==> config.mk <==
export PLATFORM = sky130hd
export DESIGN_NAME = piecewise_linear_interpolator
export DESIGN_NICKNAME = d
export VERILOG_FILES = /design/src/sv/pli_pkg.sv /design/src/sv/pli_front.sv /design/src/sv/pli_queue.sv /design/src/sv/pli_engine.sv /design/src/sv/piecewise_linear_interpolator.sv
export SDC_FILE = /design/constraint.sdc
export NUM_CORES = 2
export LEC_CHECK = 0
export BUFFER_PORTS_ARGS = -buffer_cell sky130_fd_sc_hd__buf_2
export CAP_MARGIN = 20
export CELL_PAD_IN_SITES_DETAIL_PLACEMENT = 1
export CELL_PAD_IN_SITES_GLOBAL_PLACEMENT = 2
export CORE_AREA = 2 2 498 500
export DETAILED_ROUTE_END_ITERATION = 10
export DIE_AREA = 0 0 500 502
export HOLD_SLACK_MARGIN = 0.1
export MAX_ROUTING_LAYER = met4
export PLACE_DENSITY = 0.9
export SLEW_MARGIN = 20
export SYNTH_ARGS = -nofsm -noshare
export SYNTH_HDL_FRONTEND = slang
export SYNTH_SLANG_ARGS = --single-unit
==> constraint.sdc <==
create_clock -name clk -period 14.9 [get_ports clk]
set_input_delay 3.725 -clock clk [delete_from_list [all_inputs] [get_ports clk]]
set_output_delay 3.725 -clock clk [all_outputs]
set_load 0.02 [all_outputs]
==> src/sv/pli_pkg.sv <==
package pli_pkg;

	// breakpoint table geometry
	localparam int TABLE_DEPTH = 64;
	localparam int AW = $clog2(TABLE_DEPTH);
	localparam int CW = 7;
	localparam int QUEUE_DEPTH = 2;

	// input word kinds carried on tuser
	localparam logic ACT_LOAD  = 1'b0;
	localparam logic ACT_QUERY = 1'b1;

	// result regions
	localparam logic [1:0] REG_BELOW  = 2'd0;
	localparam logic [1:0] REG_INSIDE = 2'd1;
	localparam logic [1:0] REG_ABOVE  = 2'd2;

	typedef struct packed {
		logic               action;
		logic [AW-1:0]      point_index;
		logic [15:0]        x_value;
		logic signed [15:0] y_value;
	} cmd_t;

	typedef enum logic [2:0] {
		ST_IDLE,
		ST_COUNT,
		ST_FETCH,
		ST_CALC,
		ST_DIV,
		ST_MUL,
		ST_ADD,
		ST_DONE
	} eng_state_t;

endpackage

==> src/sv/pli_front.sv <==
module pli_front (
	input  logic              clk,
	input  logic              arst_n,
	input  logic              s_axis_tvalid,
	output logic              s_axis_tready,
	input  logic [39:0]       s_axis_tdata,  // point_index, x_value, y_value, zero pad
	input  logic              s_axis_tuser,  // action
	output logic              cmd_valid,
	input  logic              cmd_ready,
	output pli_pkg::cmd_t     cmd
);

	logic          vld_q;
	pli_pkg::cmd_t cmd_q;

	assign s_axis_tready = !vld_q || cmd_ready;
	assign cmd_valid     = vld_q;
	assign cmd           = cmd_q;

	// input register: unpack the word into a command
	always_ff @(posedge clk or negedge arst_n) begin
		if (!arst_n) begin
			vld_q <= 1'b0;
		end else if (s_axis_tready) begin
			vld_q <= s_axis_tvalid;
		end
	end

	always_ff @(posedge clk) begin
		if (s_axis_tready && s_axis_tvalid) begin
			cmd_q.action      <= s_axis_tuser;
			cmd_q.point_index <= s_axis_tdata[pli_pkg::AW-1:0];
			cmd_q.x_value     <= s_axis_tdata[21:6];
			cmd_q.y_value     <= s_axis_tdata[37:22];
		end
	end

endmodule

==> src/sv/pli_queue.sv <==
module pli_queue (
	input  logic          clk,
	input  logic          arst_n,
	input  logic          in_valid,
	output logic          in_ready,
	input  pli_pkg::cmd_t in_cmd,
	output logic          out_valid,
	input  logic          out_ready,
	output pli_pkg::cmd_t out_cmd
);

	localparam int PW = $clog2(pli_pkg::QUEUE_DEPTH);

	pli_pkg::cmd_t mem_q [pli_pkg::QUEUE_DEPTH];
	logic [PW-1:0] wp_q, rp_q;
	logic [PW:0]   cnt_q;
	logic          push, pop;

	assign in_ready  = cnt_q != (PW+1)'(pli_pkg::QUEUE_DEPTH);
	assign out_valid = cnt_q != '0;
	assign out_cmd   = mem_q[rp_q];
	assign push      = in_valid && in_ready;
	assign pop       = out_valid && out_ready;

	// pointers and fill count
	always_ff @(posedge clk or negedge arst_n) begin
		if (!arst_n) begin
			wp_q  <= '0;
			rp_q  <= '0;
			cnt_q <= '0;
		end else begin
			if (push) wp_q <= wp_q + PW'(1);
			if (pop)  rp_q <= rp_q + PW'(1);
			cnt_q <= cnt_q + (PW+1)'(push) - (PW+1)'(pop);
		end
	end

	always_ff @(posedge clk) begin
		if (push) mem_q[wp_q] <= in_cmd;
	end

endmodule

==> src/sv/pli_engine.sv <==
module pli_engine (
	input  logic                         clk,
	input  logic                         arst_n,
	input  logic [pli_pkg::CW-1:0]       n_use,
	input  logic                         cmd_valid,
	output logic                         cmd_ready,
	input  pli_pkg::cmd_t                cmd,
	output logic                         res_valid,
	input  logic                         res_ready,
	output logic signed [15:0]           res_value,
	output logic [pli_pkg::CW-1:0]       res_index,
	output logic [1:0]                   res_region
);

	localparam int AW = pli_pkg::AW;
	localparam int CW = pli_pkg::CW;

	// breakpoint tables, two read ports
	logic [15:0]        bx_mem [pli_pkg::TABLE_DEPTH];
	logic signed [15:0] by_mem [pli_pkg::TABLE_DEPTH];
	logic [AW-1:0]      ra_addr, rb_addr;
	logic [15:0]        xa_q, xb_q;
	logic signed [15:0] ya_q, yb_q;
	logic               mem_we;

	pli_pkg::eng_state_t state_q, state_nx;

	logic [15:0]        xq_q;
	logic [CW-1:0]      n_q, iss_q, idx_q;
	logic               rv_q;
	logic [15:0]        den_q, rem_q, alpha_q;
	logic signed [15:0] y0_q, y1_q, res_q;
	logic [4:0]         step_q;
	logic signed [33:0] prod_q;
	logic [1:0]         region_q;
	logic               out_vld_q;
	logic               simple;
	logic [16:0]        rem_sh;
	logic signed [17:0] sum;

	assign mem_we    = state_q == pli_pkg::ST_IDLE && cmd_valid && cmd.action == pli_pkg::ACT_LOAD;
	assign cmd_ready = state_q == pli_pkg::ST_IDLE;
	assign res_valid  = out_vld_q;

	// read address choice
	always_comb begin
		ra_addr = iss_q[AW-1:0];
		rb_addr = idx_q[AW-1:0];
		if (state_q == pli_pkg::ST_FETCH) begin
			if (idx_q == '0)        ra_addr = '0;
			else if (idx_q >= n_q)  ra_addr = AW'(n_q - CW'(1));
			else                    ra_addr = AW'(idx_q - CW'(1));
		end
	end

	always_ff @(posedge clk) begin
		if (mem_we) begin
			bx_mem[cmd.point_index] <= cmd.x_value;
			by_mem[cmd.point_index] <= cmd.y_value;
		end
		xa_q <= bx_mem[ra_addr];
		ya_q <= by_mem[ra_addr];
		xb_q <= bx_mem[rb_addr];
		yb_q <= by_mem[rb_addr];
	end

	// segment is trivial when clamped or x is outside the open interval
	assign simple = idx_q == '0 || idx_q >= n_q || xq_q >= xb_q || xq_q <= xa_q || xb_q <= xa_q;
	assign rem_sh = {rem_q, 1'b0};
	assign sum    = 18'(y0_q) + prod_q[33:16];

	// sequencer
	always_ff @(posedge clk or negedge arst_n) begin
		if (!arst_n) state_q <= pli_pkg::ST_IDLE;
		else         state_q <= state_nx;
	end

	always_comb begin
		state_nx = state_q;
		case (state_q)
			pli_pkg::ST_IDLE:
				if (cmd_valid && cmd.action == pli_pkg::ACT_QUERY) state_nx = pli_pkg::ST_COUNT;
			pli_pkg::ST_COUNT:
				if (iss_q == n_q && !rv_q) state_nx = pli_pkg::ST_FETCH;
			pli_pkg::ST_FETCH: state_nx = pli_pkg::ST_CALC;
			pli_pkg::ST_CALC:  state_nx = simple ? pli_pkg::ST_DONE : pli_pkg::ST_DIV;
			pli_pkg::ST_DIV:   if (step_q == 5'd15) state_nx = pli_pkg::ST_MUL;
			pli_pkg::ST_MUL:   state_nx = pli_pkg::ST_ADD;
			pli_pkg::ST_ADD:   state_nx = pli_pkg::ST_DONE;
			pli_pkg::ST_DONE:  if (!out_vld_q || res_ready) state_nx = pli_pkg::ST_IDLE;
			default:           state_nx = pli_pkg::ST_IDLE;
		endcase
	end

	// query datapath
	always_ff @(posedge clk or negedge arst_n) begin
		if (!arst_n) begin
			iss_q <= '0;
			idx_q <= '0;
			rv_q  <= 1'b0;
			n_q   <= CW'(pli_pkg::TABLE_DEPTH);
		end else begin
			case (state_q)
				pli_pkg::ST_IDLE: begin
					iss_q <= '0;
					idx_q <= '0;
					rv_q  <= 1'b0;
					if (n_use == '0)                                n_q <= CW'(1);
					else if (n_use > CW'(pli_pkg::TABLE_DEPTH))     n_q <= CW'(pli_pkg::TABLE_DEPTH);
					else                                            n_q <= n_use;
				end
				pli_pkg::ST_COUNT: begin
					rv_q <= iss_q < n_q;
					if (iss_q < n_q) iss_q <= iss_q + CW'(1);
					if (rv_q && xa_q <= xq_q) idx_q <= idx_q + CW'(1);
				end
				default: ;
			endcase
		end
	end

	always_ff @(posedge clk) begin
		case (state_q)
			pli_pkg::ST_IDLE: xq_q <= cmd.x_value;
			pli_pkg::ST_CALC: begin
				y0_q    <= ya_q;
				y1_q    <= yb_q;
				den_q   <= xb_q - xa_q;
				rem_q   <= xq_q - xa_q;
				step_q  <= '0;
				if (idx_q == '0) region_q <= pli_pkg::REG_BELOW;
				else if (idx_q >= n_q) region_q <= pli_pkg::REG_ABOVE;
				else region_q <= pli_pkg::REG_INSIDE;
				if (idx_q != '0 && idx_q < n_q && xq_q >= xb_q) res_q <= yb_q;
				else res_q <= ya_q;
			end
			pli_pkg::ST_DIV: begin
				// restoring division, one quotient bit per cycle
				step_q <= step_q + 5'd1;
				if (rem_sh >= {1'b0, den_q}) begin
					rem_q   <= 16'(rem_sh - {1'b0, den_q});
					alpha_q <= {alpha_q[14:0], 1'b1};
				end else begin
					rem_q   <= rem_sh[15:0];
					alpha_q <= {alpha_q[14:0], 1'b0};
				end
			end
			pli_pkg::ST_MUL:
				prod_q <= (17'(y1_q) - 17'(y0_q)) * $signed({1'b0, alpha_q});
			pli_pkg::ST_ADD: res_q <= sum[15:0];
			default: ;
		endcase
	end

	// result register
	always_ff @(posedge clk or negedge arst_n) begin
		if (!arst_n) begin
			out_vld_q <= 1'b0;
		end else if (state_q == pli_pkg::ST_DONE && (!out_vld_q || res_ready)) begin
			out_vld_q <= 1'b1;
		end else if (res_ready) begin
			out_vld_q <= 1'b0;
		end
	end

	always_ff @(posedge clk) begin
		if (state_q == pli_pkg::ST_DONE && (!out_vld_q || res_ready)) begin
			res_value  <= res_q;
			res_index  <= idx_q;
			res_region <= region_q;
		end
	end

	a_idx_bound: assert property (@(posedge clk) disable iff (!arst_n)
		idx_q <= iss_q && iss_q <= n_q) else $error("count beyond issued reads");
	a_div_rem: assert property (@(posedge clk) disable iff (!arst_n)
		state_q == pli_pkg::ST_DIV |-> rem_q < den_q) else $error("divider remainder too big");
	a_div_len: assert property (@(posedge clk) disable iff (!arst_n)
		state_q == pli_pkg::ST_MUL |-> $past(step_q) == 5'd15) else $error("short division");
	a_region: assert property (@(posedge clk) disable iff (!arst_n)
		state_q == pli_pkg::ST_DONE |-> region_q != 2'd3) else $error("bad region");

endmodule

==> src/sv/piecewise_linear_interpolator.sv <==
// Clamped or degenerate segments skip the divider between acceptance and result.
// The engine counts breakpoints with one table read per cycle, so queries run one at a time.
// Reset clears the handshake state, queue and points_in_use (to 64); the table is not cleared.
module piecewise_linear_interpolator (
	input  logic        clk,
	input  logic        arst_n,
	input  logic        cfg_we,
	input  logic [6:0]  cfg_wdata,
	input  logic        s_axis_tvalid,
	output logic        s_axis_tready,
	input  logic [39:0] s_axis_tdata,  // point_index[5:0], x_value[21:6], y_value[37:22]
	input  logic        s_axis_tuser,  // action
	output logic        m_axis_tvalid,
	input  logic        m_axis_tready,
	output logic [31:0] m_axis_tdata   // result[15:0], segment_index[22:16], region[24:23]
);

	logic [6:0]         pts_q;
	logic               f_valid, f_ready, q_valid, q_ready;
	pli_pkg::cmd_t      f_cmd, q_cmd;
	logic signed [15:0] r_value;
	logic [6:0]         r_index;
	logic [1:0]         r_region;

	// configuration register
	always_ff @(posedge clk or negedge arst_n) begin
		if (!arst_n)     pts_q <= 7'(pli_pkg::TABLE_DEPTH);
		else if (cfg_we) pts_q <= cfg_wdata;
	end

	pli_front u_front (
		.clk, .arst_n, .s_axis_tvalid, .s_axis_tready, .s_axis_tdata, .s_axis_tuser,
		.cmd_valid(f_valid), .cmd_ready(f_ready), .cmd(f_cmd)
	);

	pli_queue u_queue (
		.clk, .arst_n, .in_valid(f_valid), .in_ready(f_ready), .in_cmd(f_cmd),
		.out_valid(q_valid), .out_ready(q_ready), .out_cmd(q_cmd)
	);

	pli_engine u_engine (
		.clk, .arst_n, .n_use(pts_q), .cmd_valid(q_valid), .cmd_ready(q_ready),
		.cmd(q_cmd), .res_valid(m_axis_tvalid), .res_ready(m_axis_tready),
		.res_value(r_value), .res_index(r_index), .res_region(r_region)
	);

	assign m_axis_tdata = {7'd0, r_region, r_index, r_value};

endmodule

==> out/results.tsv <==
metric	value	unit
post-route cell area	137000	um^2
I/O pin count	87	
Final Hold Fails	0	
Worst slew margin	16.4	%
WP depth	30	
H-tree Lvls	4	
crit-path leading delay family	adder cells	
DR iter-0 viols	12500	
# setup viols final	0	
RSZ-0062 raised after global routing	no	
worst reg2reg endpoint	u_engine.prod_q[30]	
post-CTS setup buffers	0	
number of core rows	182	
final core utilization	55.8	%
global-route wire length before repair	617000	um
Hold Crit Start	u_engine.yb_q[7]	
number of buffers created by CTS	241	
DP Worst Slack	5.71	ns
maximum number of pins on one net before global-route repair	141	
hold buffers post-CTS	0	
critical path endpoint category	register	
DR WL/cell	35.9	um
Fmax achieved	109	MHz
DRC	0	
Critical Path AT	9.79	ns
CP max-delay cell	or3_1	
commonest cells after routing, fill and taps aside	edfxtp_1 (2325), nand2_1 (1249), mux2i_1 (928), nand3_1 (806), mux4_2 (672)	
Cells after Synth	8616	
DRT Wirelength	432000	um
Synth cell types	83	
DR vias/cell	6.89	
hpwl dp	255000	um
initial antenna violation count	28	
total negative slack	0	ns
commonest non-fill, non-tap cell in the layout	edfxtp_1	
gpl congestion	0.865	
post-synthesis average cell area	14.5	um^2
DR vias	82900	
status	complete, no violations	
# fillers	23000	
Port Buf Inserts	77	
WHS Path Cells	0	
Setup crit start	u_engine.y0_q[1]	
R2R depth	30	
Max Clock Skew	0.0878	ns
Die Y	502	um
sequential cell area	72100	um^2
CP Max Fanout	16	
Core ar.	245000	um^2
WP data required	15.51	ns
clock sinks	2427	
EDFF count, synth	2325	
Placement Cell Area	129000	um^2
Bufs and invs on worst path	5	
Resized cells post-CTS	0	
crit-path max cell delay	0.59	ns
drt first pass iters	6	
Routed Antenna Nets	0	
vias in the first global route	86600	
most frequent CP cell	fa_1	
Max Cap Viol	0	
Post-synth top flop	edfxtp_1	
Reg-to-Reg Start	u_engine.y0_q[1]	
Congestion Overflow GR	0	
Post-synth ARST share	1.57	%
Initial Utilization	50.8	%
register area share after synthesis	57.8	%
fin. max-slew vios	0	
end of the critical path	u_engine.prod_q[30]	
Worst-Skew Late Latency	0.94	ns
footprint of the multi-input gates	49100	um^2
period utilisation layout	61.6	%
Final Critical Period	9.18	ns
synthesized area	125000	um^2
R2R Setup Slk	5.72	ns
Max Buffers Root-to-Sink	3	
Yosys warning count	0	
Clock Tree Root	clkbuf_16	
Final Worst Setup Slack	5.72	ns
Final Net Count	9084	
worst slew pin tran	1.25	ns
Yosys reg bits	2427	
All-Layer GR Usage	35.3	%
CTS tree	built	
share of cells above drive strength 1	16.6	%
die area	251000	um^2
Area Growth Syn to Fin	9.80	%
critical path startpoint category	register	
Chip Width	500	um
critical path type	reg -> reg	
worst min path class	reg -> reg	
Worst-path clk slew	0.06	ns
-- per-stage QoR --
| step | instances | hold slack, ns |
|---|---|---|
| 5_1_grt | 12000 | 0.415 |
| 4_1_cts | 12000 | 0.419 |
| 3_5_place_dp | 11500 | 0.408 |
| 2_1_floorplan | 8622 | 0.400 |
| 6_report | 12000 | 0.416 |
| 3_3_place_gp | 11500 | 0.407 |
-- worst reg2reg max path: cells and delay by family (launching register included) --
kind / cells / cell delay (ns)
AOI/OAI and AO/OA: 10 / 2.35
xor gates and xnor gates: 1 / 0.09
adders and majority gates: 8 / 3.49
buffers and inverters: 5 / 0.37
DFF: 1 / 0.44
and+or+nand+nor: 6 / 2.12
-- cell usage after synthesis (84+ instances only) --
master / count / area (um^2)
mux2i_1: 928 / 9290
inv_1: 435 / 1630
buf_2: 205 / 1030
nand2_1: 1249 / 4690
nand3_1: 806 / 4030
fa_1: 264 / 5290
nor2_1: 149 / 559
and2_1: 113 / 707
a32oi_1: 128 / 1120
xnor2_1: 84 / 736
mux4_2: 672 / 15100
clkbuf_1: 219 / 822
ha_1: 199 / 2490
o21ai_0: 85 / 425
edfxtp_1: 2325 / 69800
-- how the worst min path moves through the flow --
| stage | end | slack, ns |
|---|---|---|
| final | u_engine.y1_q[7] | 0.42 |
| after global routing | u_engine.y1_q[7] | 0.41 |
| after CTS | u_engine.y1_q[7] | 0.42 |
| after detailed placement | u_engine.res_value[8] | 0.41 |
| after global placement | u_engine.res_value[14] | 0.41 |
| after floorplan | u_engine.res_region[0] | 0.40 |
-- area by class of cell --
type                    count  area share (%)
diodes                     26          0.0475
clock buffers             327            4.88
clock inverters           131            1.04
inverters                 437            1.20
multi-input cells        5212            35.9
flip-flops and latches   2427            52.6
well taps                3220            2.94
repair buffers            249            1.39
-- flip-flops by register name, summed over array words and instances (netlist names), 39 cells and up --
| name | flops |
|---|---|
| u_engine.bx_mem | 1024 |
| u_engine.by_mem | 1024 |
| u_queue.mem_q | 78 |
| u_front.cmd | 39 |
-- cells by family (layout without fill, tap and decap cells) --
logic type      after synthesis  in the layout  synth area share (%)
simple gates               2561           2561                  9.32
flops                      2427           2427                  57.8
mux                        1644           1644                  20.0
buf+inv                     983           1144                  3.44
fa+ha+maj                   463            463                  6.23
compound gates              422            422                  2.44
xor+xnor                    115            115                 0.814
other cells                   1             33               0.00301
-- layer usage --
metal	share of wire [%]	vias to the layer above	global-route usage [%]	routed length [um]
li1	-	32600	-	-
met4	5.6	0	17.4	24300
met3	13	1436	10.3	57000
met5	0	-	-	0
met1	35	43000	43.7	152000
met2	46	5914	53.2	199000
Power is not shown: default switching activity piles up to over one toggle a cycle in this logic, so the estimate is an artifact.
